File: config.mk
export PLATFORM = sky130hd
export DESIGN_NAME = text_terminal_ansi_csi_engine_core
export DESIGN_NICKNAME = d
export VERILOG_FILES = /design/src/sv/tte_pkg.sv /design/src/sv/tte_core.sv /design/src/sv/text_terminal_ansi_csi_engine_core.sv
export SDC_FILE = /design/constraint.sdc
export NUM_CORES = 1
export LEC_CHECK = 0
export ABC_AREA = 1
export BUFFER_PORTS_ARGS = -buffer_cell sky130_fd_sc_hd__buf_4
export CORE_MARGIN = 10
export CORE_UTILIZATION = 45
export DETAILED_ROUTE_END_ITERATION = 12
export SLEW_MARGIN = 5
export SYNTH_ARGS = -nofsm -noshare
export SYNTH_HDL_FRONTEND = slang
export SYNTH_SLANG_ARGS = --single-unit
File: constraint.sdc
create_clock -name clk_i -period 7.7 [get_ports clk_i]
set_clock_uncertainty 0.05 [all_clocks]
set_input_delay 1.54 -clock clk_i [delete_from_list [all_inputs] [get_ports clk_i]]
set_output_delay 1.54 -clock clk_i [all_outputs]
set_load 0.01 [all_outputs]
File: src/sv/tte_pkg.sv
`timescale 1ns / 1ps
// ----------------------------------------------------------------------------
// tte_pkg
// Shared types, character codes and colour tables for the text terminal
// engine with its ANSI CSI subset.
// ----------------------------------------------------------------------------
package tte_pkg;

  // field widths
  localparam int COL_W  = 7;
  localparam int ROW_W  = 5;
  localparam int IDX_W  = 11;
  localparam int CHAR_W = 8;
  localparam int ATTR_W = 8;
  localparam int ARG_W  = 8;

  // default geometry
  localparam int DEFAULT_COLUMNS = 80;
  localparam int DEFAULT_ROWS    = 25;

  // attribute values
  localparam logic [ATTR_W-1:0] ATTR_RESET = 8'h0f;

  // character codes
  localparam logic [CHAR_W-1:0] CHAR_ESC      = 8'd27;
  localparam logic [CHAR_W-1:0] CHAR_LBRACKET = 8'd91;
  localparam logic [CHAR_W-1:0] CHAR_NEWLINE  = 8'd10;
  localparam logic [CHAR_W-1:0] CHAR_BACKSP   = 8'd8;
  localparam logic [CHAR_W-1:0] CHAR_UPPER_H  = 8'd72;
  localparam logic [CHAR_W-1:0] CHAR_LOWER_M  = 8'd109;
  localparam logic [CHAR_W-1:0] CHAR_SEMI     = 8'd59;
  localparam logic [CHAR_W-1:0] CHAR_ZERO     = 8'd48;
  localparam logic [CHAR_W-1:0] CHAR_NINE     = 8'd57;

  // result kinds
  typedef enum logic [1:0] {
    KIND_WRITE  = 2'd0,
    KIND_SCROLL = 2'd1,
    KIND_CURSOR = 2'd2
  } kind_e;

  // one result transaction
  typedef struct packed {
    kind_e             kind;
    logic [IDX_W-1:0]  cell_index;
    logic [CHAR_W-1:0] glyph;
    logic [ATTR_W-1:0] attribute;
    logic              last;
  } result_t;

  // all results caused by one character
  typedef struct packed {
    logic [1:0]    count;
    result_t [2:0] res;
  } step_t;

  // ansi normal palette mapped to vga colours
  function automatic logic [3:0] normal_colour(input logic [2:0] sel);
    logic [3:0] v;
    case (sel)
      3'd0:    v = 4'h0;
      3'd1:    v = 4'h4;
      3'd2:    v = 4'h2;
      3'd3:    v = 4'he;
      3'd4:    v = 4'h1;
      3'd5:    v = 4'h5;
      3'd6:    v = 4'h3;
      default: v = 4'hf;
    endcase
    return v;
  endfunction

  // ansi bright palette mapped to vga colours
  function automatic logic [3:0] bright_colour(input logic [2:0] sel);
    logic [3:0] v;
    case (sel)
      3'd0:    v = 4'h7;
      3'd1:    v = 4'hc;
      3'd2:    v = 4'ha;
      3'd3:    v = 4'he;
      3'd4:    v = 4'h9;
      3'd5:    v = 4'hd;
      3'd6:    v = 4'hb;
      default: v = 4'hf;
    endcase
    return v;
  endfunction

endpackage

File: src/sv/tte_core.sv
`timescale 1ns / 1ps
// ----------------------------------------------------------------------------
// tte_core
// Cursor, attribute and CSI parser state, with the single-pass step logic
// that turns one character into up to three results.
// ----------------------------------------------------------------------------
module tte_core #(
  parameter int COLUMNS = tte_pkg::DEFAULT_COLUMNS,
  parameter int ROWS    = tte_pkg::DEFAULT_ROWS
) (
  input  logic                        clk_i,
  input  logic                        rst_ni,
  input  logic [tte_pkg::CHAR_W-1:0]  char_i,
  input  logic                        commit_i,
  input  logic                        cfg_we_i,
  input  logic [tte_pkg::ATTR_W-1:0]  cfg_wdata_i,
  output tte_pkg::step_t              step_o
);
  import tte_pkg::*;

  localparam logic [COL_W-1:0] COLUMNS_V = COL_W'(COLUMNS);
  localparam logic [ROW_W:0]   ROWS_V    = (ROW_W+1)'(ROWS);
  localparam logic [ROW_W-1:0] ROW_LAST  = ROW_W'(ROWS - 1);
  localparam logic [COL_W-1:0] COL_LAST  = COL_W'(COLUMNS - 1);

  // row * columns + col, truncated to the index width
  function automatic logic [IDX_W-1:0] cell_at(input logic [ROW_W-1:0] r,
                                               input logic [COL_W-1:0] c);
    logic [ROW_W+COL_W-1:0] p;
    p = {{COL_W{1'b0}}, r} * {{ROW_W{1'b0}}, COLUMNS_V} + {{ROW_W{1'b0}}, c};
    return p[IDX_W-1:0];
  endfunction

  // decimal accumulate with saturation at 255
  function automatic logic [ARG_W-1:0] accumulate(input logic [ARG_W-1:0] a,
                                                  input logic [3:0] d);
    logic [ARG_W+3:0] v;
    v = {4'd0, a} * 12'd10 + {8'd0, d};
    return (v > 12'd255) ? 8'd255 : v[ARG_W-1:0];
  endfunction

  // state registers
  logic [ATTR_W-1:0] dflt_attr_q;
  logic [COL_W-1:0]  col_q, col_d;
  logic [ROW_W-1:0]  row_q, row_d;
  logic [ATTR_W-1:0] attr_q, attr_d;
  logic              esc_q, esc_d;
  logic              seq_q, seq_d;
  logic [ARG_W-1:0]  arg1_q, arg1_d;
  logic              arg1_done_q, arg1_done_d;
  logic              sep_q, sep_d;
  logic [ARG_W-1:0]  arg2_q, arg2_d;
  logic              arg2_done_q, arg2_done_d;

  // step logic
  always_comb begin
    logic [ROW_W:0]   row_w;
    logic [COL_W:0]   col_w;
    logic [COL_W-1:0] col_n;
    logic             tail;
    logic             wrote;
    logic             scroll;
    logic             is_digit;
    logic [3:0]       digit;
    logic [ARG_W-1:0] n;
    logic [2:0]       sel;
    logic [3:0]       bg_n;
    logic [3:0]       bg_b;
    logic             move_ok;
    result_t          cur;

    row_w       = {1'b0, row_q};
    col_w       = '0;
    col_n       = col_q;
    tail        = 1'b0;
    wrote       = 1'b0;
    scroll      = 1'b0;
    is_digit    = (char_i >= CHAR_ZERO) && (char_i <= CHAR_NINE);
    digit       = 4'(char_i - CHAR_ZERO);
    n           = arg1_q;
    sel         = 3'(arg1_q - 8'd30);
    bg_n        = normal_colour(3'(arg1_q - 8'd40));
    bg_b        = bright_colour(3'(arg1_q - 8'd100));
    move_ok     = sep_q && ({1'b0, arg1_q} < {3'd0, ROWS_V})
                  && ({1'b0, arg2_q} < {2'd0, COLUMNS_V});
    cur         = '0;

    attr_d      = attr_q;
    esc_d       = esc_q;
    seq_d       = seq_q;
    arg1_d      = arg1_q;
    arg1_done_d = arg1_done_q;
    sep_d       = sep_q;
    arg2_d      = arg2_q;
    arg2_done_d = arg2_done_q;
    step_o      = '0;

    if (char_i == CHAR_ESC) begin
      esc_d = 1'b1;
      tail  = 1'b1;
    end else if (char_i == CHAR_LBRACKET && esc_q) begin
      seq_d = 1'b1;
      tail  = 1'b1;
    end else if (char_i == CHAR_NEWLINE) begin
      row_w = {1'b0, row_q} + 1'b1;
      col_n = '0;
      tail  = 1'b1;
    end else if (char_i == CHAR_BACKSP) begin
      if (col_q != '0) begin
        col_n = col_q - 1'b1;
      end else if (row_q != '0) begin
        row_w = {1'b0, row_q} - 1'b1;
        col_n = COL_LAST;
      end
      tail = 1'b1;
    end else if (seq_q) begin
      // csi parameter and final bytes
      if (is_digit) begin
        if (!sep_q) begin
          if (!arg1_done_q) begin
            arg1_d = accumulate(arg1_q, digit);
          end
        end else if (!arg2_done_q) begin
          arg2_d = accumulate(arg2_q, digit);
        end
      end else if (char_i == CHAR_UPPER_H || char_i == CHAR_LOWER_M) begin
        esc_d       = 1'b0;
        seq_d       = 1'b0;
        arg1_d      = '0;
        arg2_d      = '0;
        arg1_done_d = 1'b0;
        sep_d       = 1'b0;
        arg2_done_d = 1'b0;
        if (char_i == CHAR_UPPER_H) begin
          if (move_ok) begin
            row_w = {1'b0, arg1_q[ROW_W-1:0]};
            col_n = arg2_q[COL_W-1:0];
            cur.kind       = KIND_CURSOR;
            cur.cell_index = cell_at(arg1_q[ROW_W-1:0], arg2_q[COL_W-1:0]);
            cur.last       = 1'b1;
            step_o.res[0]  = cur;
            step_o.count   = 2'd1;
          end
        end else begin
          // select graphic rendition
          if (n == 8'd0) begin
            attr_d = dflt_attr_q;
          end else if (n >= 8'd30 && n <= 8'd37) begin
            attr_d = {attr_q[7:4], normal_colour(sel)};
          end else if (n >= 8'd90 && n <= 8'd97) begin
            attr_d = {attr_q[7:4], bright_colour(3'(n - 8'd90))};
          end else if (n >= 8'd40 && n <= 8'd47) begin
            attr_d = {1'b0, bg_n[2:0], attr_q[3:0]};
          end else if (n >= 8'd100 && n <= 8'd107) begin
            attr_d = {1'b0, bg_b[2:0], attr_q[3:0]};
          end
        end
      end else if (char_i == CHAR_SEMI) begin
        if (!sep_q) begin
          sep_d       = 1'b1;
          arg1_done_d = 1'b1;
        end else begin
          arg2_done_d = 1'b1;
        end
      end else if (!sep_q) begin
        arg1_done_d = 1'b1;
      end else begin
        arg2_done_d = 1'b1;
      end
    end else begin
      // printable byte: cell write then advance with wrap
      wrote          = 1'b1;
      cur.kind       = KIND_WRITE;
      cur.cell_index = cell_at(row_q, col_q);
      cur.glyph      = char_i;
      cur.attribute  = attr_q;
      step_o.res[0]  = cur;
      col_w          = {1'b0, col_q} + 1'b1;
      if (col_w >= {1'b0, COLUMNS_V}) begin
        row_w = {1'b0, row_q} + 1'b1;
        col_n = '0;
      end else begin
        col_n = col_w[COL_W-1:0];
      end
      tail = 1'b1;
    end

    // scroll at the bottom, then the hardware cursor update
    if (tail) begin
      scroll = (row_w >= ROWS_V);
      if (scroll) begin
        row_w = {1'b0, ROW_LAST};
        cur           = '0;
        cur.kind      = KIND_SCROLL;
        cur.attribute = attr_q;
        if (wrote) begin
          step_o.res[1] = cur;
        end else begin
          step_o.res[0] = cur;
        end
      end
      cur            = '0;
      cur.kind       = KIND_CURSOR;
      cur.cell_index = cell_at(row_w[ROW_W-1:0], col_n);
      cur.last       = 1'b1;
      case ({wrote, scroll})
        2'b00:   step_o.res[0] = cur;
        2'b11:   step_o.res[2] = cur;
        default: step_o.res[1] = cur;
      endcase
      step_o.count = 2'd1 + {1'b0, wrote} + {1'b0, scroll};
    end

    row_d = row_w[ROW_W-1:0];
    col_d = col_n;
  end

  // state update on commit
  always_ff @(posedge clk_i or negedge rst_ni) begin
    if (!rst_ni) begin
      col_q       <= '0;
      row_q       <= '0;
      attr_q      <= ATTR_RESET;
      esc_q       <= 1'b0;
      seq_q       <= 1'b0;
      arg1_q      <= '0;
      arg1_done_q <= 1'b0;
      sep_q       <= 1'b0;
      arg2_q      <= '0;
      arg2_done_q <= 1'b0;
    end else if (commit_i) begin
      col_q       <= col_d;
      row_q       <= row_d;
      attr_q      <= attr_d;
      esc_q       <= esc_d;
      seq_q       <= seq_d;
      arg1_q      <= arg1_d;
      arg1_done_q <= arg1_done_d;
      sep_q       <= sep_d;
      arg2_q      <= arg2_d;
      arg2_done_q <= arg2_done_d;
    end
  end

  // default attribute register
  always_ff @(posedge clk_i or negedge rst_ni) begin
    if (!rst_ni) begin
      dflt_attr_q <= ATTR_RESET;
    end else if (cfg_we_i) begin
      dflt_attr_q <= cfg_wdata_i;
    end
  end

endmodule

File: src/sv/text_terminal_ansi_csi_engine_core.sv
`timescale 1ns / 1ps
// ----------------------------------------------------------------------------
// text_terminal_ansi_csi_engine_core
// Character stream in, screen commands out: cell writes, scroll-up and
// hardware cursor updates, with an ANSI CSI subset (cursor position, colour).
//
//   channel   dir   payload                                   last
//   s_axis    in    tdata[7:0] char_code                      -
//   m_axis    out   tuser kind, tdata index/glyph/attribute   tlast on final
//   cfg       in    default attribute, write only             -
//
// A character sits in the input register, then the combinational step logic
// loads its zero to three results into the result bank.
// The result bank drains one transaction per cycle unless the receiver stalls;
// the next character steps as the bank's last result is taken.
// First result is valid after the input register and then the result bank.
// Reset loads ATTR_RESET, clears cursor, parser flags and both registers' valid.
// A stalled output holds the bank; the input register then fills and stalls.
// ----------------------------------------------------------------------------
module text_terminal_ansi_csi_engine_core #(
  parameter int COLUMNS = tte_pkg::DEFAULT_COLUMNS,
  parameter int ROWS    = tte_pkg::DEFAULT_ROWS
) (
  input  logic        clk_i,
  input  logic        rst_ni,
  // slave side
  input  logic        s_axis_tvalid_i,
  output logic        s_axis_tready_o,
  input  logic [7:0]  s_axis_tdata_i,   // [7:0] char_code
  // master side
  output logic        m_axis_tvalid_o,
  input  logic        m_axis_tready_i,
  output logic [31:0] m_axis_tdata_o,   // [10:0] cell_index, [18:11] glyph,
                                        // [26:19] attribute, rest zero
  output logic [1:0]  m_axis_tuser_o,   // [1:0] kind
  output logic        m_axis_tlast_o,
  // configuration
  input  logic        cfg_we_i,
  input  logic [7:0]  cfg_wdata_i       // default attribute
);
  import tte_pkg::*;

  logic              in_valid_q, in_valid_d;
  logic [CHAR_W-1:0] char_q;
  result_t [2:0]     bank_q;
  logic [1:0]        rem_q, rem_d;
  logic [1:0]        idx_q, idx_d;
  logic              in_hs;
  logic              out_hs;
  logic              fire;
  step_t             step;
  result_t           head;

  // handshakes
  assign in_hs  = s_axis_tvalid_i && s_axis_tready_o;
  assign out_hs = m_axis_tvalid_o && m_axis_tready_i;
  assign fire   = in_valid_q && ((rem_q == 2'd0) || (rem_q == 2'd1 && out_hs));

  assign s_axis_tready_o = !in_valid_q || fire;

  // step logic and parser state
  tte_core #(
    .COLUMNS (COLUMNS),
    .ROWS    (ROWS)
  ) u_core (
    .clk_i       (clk_i),
    .rst_ni      (rst_ni),
    .char_i      (char_q),
    .commit_i    (fire),
    .cfg_we_i    (cfg_we_i),
    .cfg_wdata_i (cfg_wdata_i),
    .step_o      (step)
  );

  // input register
  always_comb begin
    in_valid_d = in_valid_q;
    if (in_hs) begin
      in_valid_d = 1'b1;
    end else if (fire) begin
      in_valid_d = 1'b0;
    end
  end

  always_ff @(posedge clk_i or negedge rst_ni) begin
    if (!rst_ni) begin
      in_valid_q <= 1'b0;
    end else begin
      in_valid_q <= in_valid_d;
    end
  end

  always_ff @(posedge clk_i) begin
    if (in_hs) begin
      char_q <= s_axis_tdata_i;
    end
  end

  // result bank pointers
  always_comb begin
    rem_d = rem_q;
    idx_d = idx_q;
    if (out_hs) begin
      rem_d = rem_q - 1'b1;
      idx_d = idx_q + 1'b1;
    end
    if (fire && step.count != 2'd0) begin
      rem_d = step.count;
      idx_d = '0;
    end
  end

  always_ff @(posedge clk_i or negedge rst_ni) begin
    if (!rst_ni) begin
      rem_q <= '0;
      idx_q <= '0;
    end else begin
      rem_q <= rem_d;
      idx_q <= idx_d;
    end
  end

  always_ff @(posedge clk_i) begin
    if (fire && step.count != 2'd0) begin
      bank_q <= step.res;
    end
  end

  // output selection
  always_comb begin
    case (idx_q)
      2'd0:    head = bank_q[0];
      2'd1:    head = bank_q[1];
      2'd2:    head = bank_q[2];
      default: head = '0;
    endcase
  end

  assign m_axis_tvalid_o = (rem_q != 2'd0);
  assign m_axis_tdata_o  = {5'd0, head.attribute, head.glyph, head.cell_index};
  assign m_axis_tuser_o  = head.kind;
  assign m_axis_tlast_o  = head.last;

  // the final result of a character is exactly the last one left in the bank
  a_last_matches_bank : assert property (@(posedge clk_i) disable iff (!rst_ni)
    m_axis_tvalid_o |-> (m_axis_tlast_o == (rem_q == 2'd1)))
    else $error("tlast does not match the result count");

  // a scroll is always followed by the cursor update
  a_scroll_then_cursor : assert property (@(posedge clk_i) disable iff (!rst_ni)
    (out_hs && m_axis_tuser_o == KIND_SCROLL) |=>
      (m_axis_tvalid_o && m_axis_tuser_o == KIND_CURSOR))
    else $error("scroll not followed by cursor update");

  // a cell write never closes a character's results
  a_write_not_last : assert property (@(posedge clk_i) disable iff (!rst_ni)
    (m_axis_tvalid_o && m_axis_tuser_o == KIND_WRITE) |-> !m_axis_tlast_o)
    else $error("cell write marked last");

  // a held character keeps its byte until the step commits
  a_held_char_stable : assert property (@(posedge clk_i) disable iff (!rst_ni)
    (in_valid_q && !fire) |=> (in_valid_q && $stable(char_q)))
    else $error("held character lost");

endmodule

==> impl_table.tex <==
\begin{tabular}{lr}
\hline
Metric & Value \\
\hline
\multicolumn{2}{l}{\textbf{Pwr}} \\
\quad Peak VDD IR & 0.164 mV \\
\quad Flop pwr share & 31.8\% \\
\quad Switch share & 42.1\% \\
\quad Pint & 1.92 mW \\
\quad Lkg Pwr & 4.88 nW \\
\quad Comb pwr share & 43.7\% \\
\quad Power density relative to cell area & 319 mW/mm\^{}2 \\
\quad Net switching component of the power & 1.40 mW \\
\quad Clk network pwr share & 24.5\% \\
\multicolumn{2}{l}{\textbf{GRT}} \\
\quad Pin count of the biggest net entering global routing & 55 \\
\quad First-pass GRT wire length & 40100 um \\
\quad GR Util All Layers & 19.0\% \\
\quad Vias in the first global route & 7521 \\
\quad Remaining global-route overflow & 0 \\
\quad Initial antenna violation count & 0 \\
\multicolumn{2}{l}{\textbf{Routing}} \\
\quad Sum of routed wire length over all layers & 25100 um \\
\quad Uppermost layer routed & met4 \\
\quad Met3 wire length & 1420 um \\
\quad Count of unresolved DRC violations after routing & 0 \\
\quad Wire length the detailed router placed on met1 & 11600 um \\
\quad Via count & 7761 \\
\quad Met2 wirelength from detailed routing & 11600 um \\
\quad Antenna-violating nets left & 0 \\
\quad Number of DRC markers after the initial detailed-route iteration & 546 \\
\quad Routed vias/inst & 5.27 \\
\quad Number of iterations in the first detailed-routing pass & 5 \\
\quad Average detailed-routed wire length per instance & 17.1 um \\
\multicolumn{2}{l}{\textbf{STA}} \\
\quad Fin. max-slew vios & 0 \\
\quad Least-Margin Pin Slew & 1220 ps \\
\quad Total Neg Setup Slack & 0 ps \\
\quad Final-report hold violation count & 0 \\
\quad Hold\_ws & 424 ps \\
\quad RSZ-0062 raised after global routing & false \\
\quad Highest Clock Rate & 0.213 GHz \\
\quad Period utilisation layout & 61.0\% \\
\quad Final setup vio count & 0 \\
\quad Remaining max-slew budget at the tightest pin & 18.3\% \\
\quad Final critical path time including I/O delays and setup & 4700 ps \\
\multicolumn{2}{l}{\textbf{CTS}} \\
\quad Resized Gates After CTS & 0 \\
\quad Buffers from clock root to sink, at most & 2 \\
\quad Worst-path clk slew & 60 ps \\
\quad Number of buffers created by CTS & 17 \\
\quad Clock network latency to the later pin of the worst-skew pair & 440 ps \\
\quad Num Clock Sinks & 124 \\
\quad H-Tree Depth & 4 \\
\quad Number of setup buffers added after CTS & 0 \\
\quad Clock tree from TritonCTS & done \\
\quad CTS root buffer & sky130\_fd\_sc\_hd\_\_clkbuf\_16 \\
\quad CTS Hold Bufs & 0 \\
\multicolumn{2}{l}{\textbf{Layout}} \\
\quad \# diodes & 0 \\
\quad Final-stage net count & 1286 \\
\quad Fraction of layout cells with a size suffix above 1 & 16.3\% \\
\quad Final instance area & 0.0104 mm\^{}2 \\
\quad Final cell count without fillers & 1472 \\
\quad Signed area change from the synthesized netlist to the final layout & 13.3\% \\
\multicolumn{2}{l}{\textbf{Synth}} \\
\quad Netlist Area Pre-Place & 0.00918 mm\^{}2 \\
\quad Leading post-synthesis cells by cell area & sky130\_fd\_sc\_hd\_\_edfxtp\_1 (23\%), sky130\_fd\_sc\_hd\_\_dfrtp\_1 (13\%), sky130\_fd\_sc\_hd\_\_nand2\_1 (9.4\%) \\
\quad Distinct cell type count of the synthesized netlist & 62 \\
\quad Number of synthesized flops with an enable pin & 70 \\
\quad Share of the synthesized area in the top cell type & 22.9\% \\
\quad Count of mapped cells out of synthesis & 1140 \\
\quad Part of the Yosys area used for sequential elements & 37.7\% \\
\quad Post-synthesis sequential element count & 124 \\
\quad Dominant synthesized flop cell & sky130\_fd\_sc\_hd\_\_edfxtp\_1 \\
\quad Number of warnings printed during yosys synthesis & 0 \\
\quad Cell type with the highest aggregate area in the netlist & sky130\_fd\_sc\_hd\_\_edfxtp\_1 \\
\quad Top cells by instance count after synthesis & sky130\_fd\_sc\_hd\_\_nand2\_1 (229), sky130\_fd\_sc\_hd\_\_inv\_1 (155), sky130\_fd\_sc\_hd\_\_nor2\_1 (97) \\
\quad Dominant cell by count in the synthesized netlist & sky130\_fd\_sc\_hd\_\_nand2\_1 \\
\quad Asr flop ratio synth & 43.5\% \\
\quad Mean area per synthesized cell & 8.06 um\^{}2 \\
\multicolumn{2}{l}{\textbf{Worst hold path}} \\
\quad Worst min path class & flip-flop to flip-flop \\
\multicolumn{2}{l}{\textbf{Floorplanning}} \\
\quad Vertical extent of the die & 163 um \\
\quad Number of placement rows & 52 \\
\quad Initial core utilization & 45.5\% \\
\quad CORE AREA & 0.0202 mm\^{}2 \\
\quad Die Footprint & 0.0265 mm\^{}2 \\
\quad Horizontal extent of the die & 163 um \\
\quad Num ports & 58 \\
\multicolumn{2}{l}{\textbf{Placement}} \\
\quad Number of input and output port buffers inserted & 52 \\
\quad Cell Area, Placed & 0.00980 mm\^{}2 \\
\quad Weighted congestion at the end of routability-driven global placement & 0.948 \\
\quad HPWL reported at the end of detailed placement & 19400 um \\
\quad Placed Instances & 1440 \\
\multicolumn{2}{l}{\textbf{Critical path}} \\
\quad Critical path peak fanout & 45 \\
\quad CP Class & flip-flop to flip-flop \\
\quad Kind of capture point of the worst setup path & flip-flop \\
\quad Data required, critical path & 7710 ps \\
\quad Critical path arrival & 4710 ps \\
\quad Crit start category & flip-flop \\
\multicolumn{2}{l}{\textbf{Run status}} \\
\quad Run status & finished, final reports clean \\
\multicolumn{2}{l}{\textbf{Flow run}} \\
\quad Max Cap Viol & 0 \\
\hline
\end{tabular}
metal layers:
| metal | track usage [%] | vias to the layer above |
|---|---|---|
| met5 | 0 | - |
| met1 | 25.4 | 3627 |
| met4 | 6.48 | 0 |
| met2 | 30.3 | 211 |
| li1 | - | 3888 |
| met3 | 3.56 | 35 |
worst max-delay path: stages, from the launching register on:
cell                       delay, ps
sky130_fd_sc_hd__edfxtp_1        550
sky130_fd_sc_hd__inv_2           130
sky130_fd_sc_hd__nand2_2          80
sky130_fd_sc_hd__inv_1           100
sky130_fd_sc_hd__nand3_1         110
sky130_fd_sc_hd__nor2_1          150
sky130_fd_sc_hd__nand2_2         140
sky130_fd_sc_hd__nand2_2         220
sky130_fd_sc_hd__inv_1           200
sky130_fd_sc_hd__o22ai_1         180
sky130_fd_sc_hd__a21oi_2          70
sky130_fd_sc_hd__nor2_1          140
sky130_fd_sc_hd__nand2_2          80
sky130_fd_sc_hd__nand2_4         110
sky130_fd_sc_hd__nand2_8          80
sky130_fd_sc_hd__ha_1            270
sky130_fd_sc_hd__nand2_1         400
sky130_fd_sc_hd__o211ai_2        220
sky130_fd_sc_hd__nand2_2         440
sky130_fd_sc_hd__buf_4           550
cell usage in the layout, fill, tap and decap left out, drive strengths merged, types with 4 or more instances in the layout:
| master | count |
|---|---|
| mux2 | 5 |
| inv | 182 |
| o21ai | 84 |
| clkinv | 4 |
| xnor2 | 8 |
| nand2 | 255 |
| nand3 | 80 |
| edfxtp | 70 |
| dfrtp | 46 |
| or2 | 8 |
| a21oi | 59 |
| clkbuf | 17 |
| xor2 | 25 |
| conb | 5 |
| nor3 | 23 |
| fa | 9 |
| o2111ai | 5 |
| ha | 67 |
| nor2 | 126 |
| o211ai | 7 |
| o22ai | 13 |
| nor4 | 5 |
| dfstp | 8 |
| o311ai | 7 |
| buf | 53 |
| nand4 | 5 |
state kept, by name, indices dropped and copies added (netlist names):
signal / flops
rem_q: 2
u_core.dflt_attr_q: 8
u_core.arg1_done_q: 1
in_valid_q: 1
u_core.row_q: 5
idx_q: 2
u_core.esc_q: 1
char_q: 8
u_core.col_q: 7
u_core.arg2_done_q: 1
u_core.seq_q: 1
u_core.attr_q: 8
u_core.arg1_q: 8
u_core.sep_q: 1
bank_q: 62
u_core.arg2_q: 8
power groups by stage:
stage / clock network [mW] / logic [mW] / registers (mW)
floorplan: 0 / 0.966 / 1.03
detailed placement: 0 / 1.45 / 1.07
CTS: 0.821 / 1.45 / 1.05
global route: 0.851 / 1.63 / 1.07
global placement: 0 / 1.45 / 1.06
finish: 0.814 / 1.45 / 1.05
through the flow:
stage	power [mW]	util [%]	setup WS, ps
final	3.31	51.6	3000
after global routing	3.55	51.6	2590
after CTS	3.33	51.6	3030
after detailed placement	2.51	48.6	2920
after global placement	2.51	48.6	2970
after floorplan	1.99	-	3430
cell families after synthesis:
group	Yosys count	synth area share (%)
AOI/OAI and AO/OA	194	12.3
adders and majority gates	76	11.1
xor gates and xnor gates	33	3.15
DFF	124	37.7
other	1	0.0408
muxes	5	0.613
and+or+nand+nor	506	26.4
buffers and inverters	201	8.69
path summary, 6_finish.rpt:
kind                                  startpoint  slack (ps)  depth (start not counted)               endpoint
max in group asynchronous                 rst_ni        5940                          1       u_core.attr_q[4]
setup reg to reg                       char_q[2]        3000                         19             bank_q[54]
setup / recovery                       char_q[2]        3000                         19             bank_q[54]
min in group asynchronous                 rst_ni        1120                          1        u_core.col_q[0]
hold / removal             u_core.dflt_attr_q[2]         420                          2  u_core.dflt_attr_q[2]
hold reg to reg            u_core.dflt_attr_q[2]         420                          2  u_core.dflt_attr_q[2]
cell type report:
type                       instances  area [um^2]
clock buffer                      17          425
clock inverter                    15          173
fill                            1966         9770
inverter                         174          664
multi-input combinational        819         4940
sequential                       124         3460
tap                              270          338
timing repair buffer              53          398
(Power assumes the default switching activity.)
